File: src/rtl/core/kpb_pkg.sv
// kpb_pkg: shared constants, request codes and controller/datapath interface types
// for the k-mer presence bitmap mutation scan core. No dependencies.
`timescale 1ns / 1ps
package kpb_pkg;

   localparam int MAX_K      = 12;
   localparam int HIST_BITS  = 40;
   localparam int HIST_BINS  = MAX_K + 1;
   localparam int WIN_BASES  = 2 * MAX_K - 1;
   localparam int WIN_W      = 2 * WIN_BASES;
   localparam int KEY_W      = 2 * MAX_K;
   localparam int ROW_W      = 64;
   localparam int BIT_W      = 6;
   localparam int ROW_AW     = KEY_W - BIT_W;
   localparam int K_W        = 4;
   localparam int FILL_W     = 5;
   localparam int SKIP_W     = 16;
   localparam int DIST_W     = KEY_W + 1;
   localparam int CSR_DATA_W = 16;
   localparam int BIN_W      = 4;
   localparam int CNT_W      = 4;

   localparam logic [1:0] BASE_MASK = 2'h3;

   typedef enum logic [1:0] {
      REQ_BUILD = 2'd0,
      REQ_SCAN  = 2'd1,
      REQ_READ  = 2'd2,
      REQ_NONE  = 2'd3
   } req_kind_type;

   typedef enum logic {
      CSR_KMER_SIZE     = 1'b0,
      CSR_SKIP_DISTANCE = 1'b1
   } csr_index_type;

   typedef enum logic [1:0] {
      KEY_FWD  = 2'd0,
      KEY_REV  = 2'd1,
      KEY_SCAN = 2'd2
   } key_sel_type;

   // controller -> datapath
   typedef struct packed {
      logic        clear;    // write one zero row of the bitmap
      logic        take;     // latch a new word and update the window
      logic        mem_rd;   // read the bitmap row of the selected key
      key_sel_type key_sel;
      logic        mem_set;  // set the key bit in the row just read
      logic        check;    // test one mutated k-mer
      logic        bump;     // bump the histogram bin
      logic        emit;     // drive the result word
   } cmd_type;

   // datapath -> controller
   typedef struct packed {
      logic         clear_last;
      req_kind_type req_kind;
      logic         build_ok;
      logic         eval;
      logic         last_kmer;
   } status_type;

endpackage

File: src/rtl/core/kpb_ctrl.sv
// kpb_ctrl: sequencer for the k-mer presence bitmap core.
// Depends on kpb_pkg for command/status types.
`timescale 1ns / 1ps
module kpb_ctrl (
   input  logic               clock,
   input  logic               reset,
   input  logic               start,
   output logic               busy,
   input  kpb_pkg::status_type status,
   output kpb_pkg::cmd_type   cmd
);

   typedef enum logic [3:0] {
      ST_CLEAR, ST_IDLE, ST_DISP, ST_B_RD1, ST_B_WR1, ST_B_RD2, ST_B_WR2,
      ST_S_RD, ST_S_CHK, ST_S_HIST, ST_FIN
   } state_type;

   state_type state_ff, state_in;

   // next state
   always_comb begin
      state_in = state_ff;
      unique case (state_ff)
         ST_CLEAR:  if (status.clear_last) state_in = ST_IDLE;
         ST_IDLE:   if (start) state_in = ST_DISP;
         ST_DISP: begin
            priority if (status.req_kind == kpb_pkg::REQ_BUILD && status.build_ok)
               state_in = ST_B_RD1;
            else if (status.req_kind == kpb_pkg::REQ_SCAN && status.eval)
               state_in = ST_S_RD;
            else
               state_in = ST_FIN;
         end
         ST_B_RD1:  state_in = ST_B_WR1;
         ST_B_WR1:  state_in = ST_B_RD2;
         ST_B_RD2:  state_in = ST_B_WR2;
         ST_B_WR2:  state_in = ST_FIN;
         ST_S_RD:   state_in = ST_S_CHK;
         ST_S_CHK:  state_in = status.last_kmer ? ST_S_HIST : ST_S_RD;
         ST_S_HIST: state_in = ST_FIN;
         ST_FIN:    state_in = ST_IDLE;
         default:   state_in = ST_IDLE;
      endcase
   end

   always_ff @(posedge clock) begin
      if (reset) begin
         state_ff <= ST_CLEAR;
      end else begin
         state_ff <= state_in;
      end
   end

   assign busy = (state_ff != ST_IDLE);

   // commands decoded from state
   always_comb begin
      cmd = '0;
      cmd.key_sel = kpb_pkg::KEY_FWD;
      unique case (state_ff)
         ST_CLEAR:  cmd.clear = 1'b1;
         ST_IDLE:   cmd.take = start;
         ST_B_RD1:  cmd.mem_rd = 1'b1;
         ST_B_WR1:  cmd.mem_set = 1'b1;
         ST_B_RD2: begin
            cmd.mem_rd  = 1'b1;
            cmd.key_sel = kpb_pkg::KEY_REV;
         end
         ST_B_WR2: begin
            cmd.mem_set = 1'b1;
            cmd.key_sel = kpb_pkg::KEY_REV;
         end
         ST_S_RD: begin
            cmd.mem_rd  = 1'b1;
            cmd.key_sel = kpb_pkg::KEY_SCAN;
         end
         ST_S_CHK:  cmd.check = 1'b1;
         ST_S_HIST: cmd.bump = 1'b1;
         ST_FIN:    cmd.emit = 1'b1;
         default:   cmd = cmd;
      endcase
   end

endmodule

File: config.mk
export PLATFORM = sky130hd
export DESIGN_NAME = kpb_ctrl
export DESIGN_NICKNAME = d
export VERILOG_FILES = /design/src/rtl/core/kpb_pkg.sv /design/src/rtl/core/kpb_ctrl.sv
export SDC_FILE = /design/constraint.sdc
export NUM_CORES = 1
export LEC_CHECK = 0
export BUFFER_PORTS_ARGS = -buffer_cell sky130_fd_sc_hd__buf_2
export CORE_MARGIN = 2
export CORE_UTILIZATION = 25
export CTS_CLUSTER_DIAMETER = 100
export DETAILED_ROUTE_END_ITERATION = 12
export PLACE_DENSITY = 0.59
export SYNTH_ARGS = -nofsm -noshare
export SYNTH_HDL_FRONTEND = slang
export SYNTH_SLANG_ARGS = --single-unit
File: constraint.sdc
create_clock -name clock -period 2.2 [get_ports clock]
set_input_delay 0.44 -clock clock [delete_from_list [all_inputs] [get_ports clock]]
set_output_delay 0.44 -clock clock [all_outputs]
set_load 0.02 [all_outputs]
==> out/metrics.csv <==
stage;metric;value;unit
outcome;status;completed;
detailed_routing;drt_iter0_markers;8;
run;cap_violations;0;
clock_tree;htree_levels;1;
timing;fin_crit;1920;ps
clock_tree;postCtsSetupBuffers;0;
logic_synthesis;synthArstFlopShare;0;%
clock_tree;clockRootBuffer;clkbuf_4;
pwr;p_int;253;uW
logic_synthesis;netlist.area_leader.share;19.8;%
timing;hold_viol;0;
logic_synthesis;synth_seq_cells;4;
logic_synthesis;synth_flop_cell;dfxtp_1;
finish;drive_above_1_share;37.9;%
clock_tree;cts_buffers;3;
clock_tree;clk_pin_slew_worst_paths;40;ps
timing;max_freq;522;MHz
finish;top_regs;state_ff: 4 flops;
min_path;hold_path_startpoint;reset;
detailed_routing;firstDrtPassIters;2;
setup_path;cp-start-kind;flop;
die;start_util;26.9;%
logic_synthesis;syn_nets;60;
setup_path;r2r-start;state_ff[3];
pwr;vdd_ir_drop_max;0.211;mV
clock_tree;cts_hold_buf;0;
die;coreArea;0.00151;mm^2
finish;antenna_cells;0;
finish;fin_nets;77;
setup_path;critical_path_peak_fanout;16;
finish;regMostFlops;state_ff;
timing;worst_pin_slew;571;ps
logic_synthesis;synth_top_area_cell;dfxtp_1;
timing;final.period_utilization;87.1;%
setup_path;crit_type;flop to output port;
global_routing;grt_max_degree;19;
placement;hpwl;667;um
timing;skew;1.13;ps
global_routing;grt_pass1_vias;379;
clock_tree;clock_sinks;4;
timing;rsz0062_at_grt;false;
timing;finalSetupViolCount;0;
placement;port_buffers;18;
clock_tree;cts_tree;done;
detailed_routing;wl;969;um
clock_tree;worstSkewPairLatency;230;ps
global_routing;antenna_found_initial;0;
logic_synthesis;synth_area_leaders;dfxtp_1 (20%), nand3b_1 (5.6%), nor3b_1 (5.6%);
min_path;hold_class;input pin to flop;
timing;relSlewSlack;61.9;%
global_routing;grt_pass1_wl;1.59;mm
pwr;power_density;925;mW/mm^2
setup_path;r2r_end;state_ff[2];
die;dieHeight;44.3;um
timing;fin_hold_ws;417;ps
clock_tree;clock_path_buffers;2;
die;rows;14;
timing;fin_tns_setup;0;ps
setup_path;endpoint_kind;output port;
detailed_routing;vias;415;
logic_synthesis;synth-edff-count;0;
logic_synthesis;synth_cells;51;
setup_path;worstPathRequired;1760;ps
global_routing;gr-total-overflow;0;
pwr;seqPwrFrac;32.7;%
finish;largest_reg_flops;4;
placement;gp_congestion;0.749;
logic_synthesis;yosysMostFrequentCell;dfxtp_1;
finish;areaGrowthSynthToFinish;24.7;%
setup_path;worstPathArrival;1480;ps
setup_path;reg2reg_slack;630;ps
clock_tree;cts.repair.resized;0;
logic_synthesis;ys_seq_area_share;19.8;%
logic_synthesis;synth_warnings;0;
placement;dpl_worst_slack;516;ps
detailed_routing;via_per_inst;5.06;
pwr;p_comb_share;48.0;%
die;pin_count;19;
die;dieWidth;44.3;um
detailed_routing;post_drt_wl_per_cell;11.8;um
logic_synthesis;synth_area;405;um^2
pwr;p_leak;0.248;nW
min_path;min_to;state_ff[2];
global_routing;track_usage;11.1;%
min_path;hold_depth;2;
detailed_routing;drc;0;
detailed_routing;ant_nets;0;
pwr;p_sw_share;45.8;%
pwr;switchingPower;214;uW
logic_synthesis;synth_cell_type_count;32;
die;dieArea;0.00196;mm^2
logic_synthesis;synth_area_per_cell;7.95;um^2
setup_path;reg2reg_depth;3;
pwr;p_clk_share;19.3;%
timing;drv_slew;0;
timing;setup_slack;283;ps
layout make-up:
| type | count | area [um^2] |
|---|---|---|
| Sequential cell | 4 | 80.1 |
| Timing Repair Buffer | 18 | 90.1 |
| Clock buffer | 3 | 22.5 |
| Inverter | 3 | 11.3 |
| Multi-Input combinational cell | 38 | 282 |
| Tap cell | 16 | 20.0 |
| Fill cell | 175 | 1000 |
placed cells by master, fill, tap and decap left out, types with 2 or more instances in the layout:
| master | instances |
|---|---|
| a21o_1 | 2 |
| and3_1 | 3 |
| nor3b_1 | 3 |
| nor2_1 | 3 |
| inv_1 | 3 |
| buf_2 | 18 |
| a31oi_1 | 2 |
| nand3b_1 | 3 |
| clkbuf_4 | 3 |
| dfxtp_1 | 4 |
| nor2b_1 | 2 |
metal layers:
layer	wire [um]	vias to the layer above	share of wire, %	GRT usage (%)
met5	0	-	0	0
met4	0	0	0	7.27
met3	30	0	3.1	2.45
met2	458	8	47	17.9
met1	481	187	50	13.1
li1	-	220	-	-
how the worst max path moves through the flow:
stage                           start  endpoint  slack, ps  cells past startpoint
after floorplan           state_ff[3]    cmd[0]        370                      3
after global placement    state_ff[2]    cmd[8]        560                      3
after detailed placement  state_ff[0]    cmd[5]        520                      3
after CTS                 state_ff[0]    cmd[5]        270                      3
after global routing      state_ff[0]    cmd[5]        170                      3
final                     state_ff[0]    cmd[5]        280                      3
power groups by stage:
stage	clock [mW]	combinational, mW	sequential, mW
2_1_floorplan	0	0.234	0.0975
3_3_place_gp	0	0.227	0.150
3_5_place_dp	0	0.225	0.153
4_1_cts	0.0963	0.226	0.152
5_1_grt	0.100	0.246	0.159
6_report	0.0901	0.225	0.153
critical path, cell delays in order (launching register included):
cell and delay, ps:
dfxtp_1 640, nor2b_1 280, and3_1 170, buf_2 150
through the flow:
stage,cell area (um^2),std cells,power [mW],utilization [%]
finish,505,82,0.468,33.6
global route,505,82,0.505,33.6
CTS,505,82,0.474,33.6
detailed placement,483,79,0.379,32.1
global placement,483,79,0.377,32.1
floorplan,405,51,0.332,-
logic make-up (layout without fill, tap and decap cells):
kind of cell / after synthesis / in the layout / synth area share [%]
AND/OR/NAND/NOR: 23 / 23 / 39.2
buffers and inverters: 9 / 24 / 10.8
flip-flops: 4 / 4 / 19.8
XOR/XNOR: 2 / 2 / 4.32
multiplexers: 1 / 1 / 2.78
AO/OA/AOI/OAI: 12 / 12 / 23.1
No activity file was read; power rests on OpenSTA's default activity.
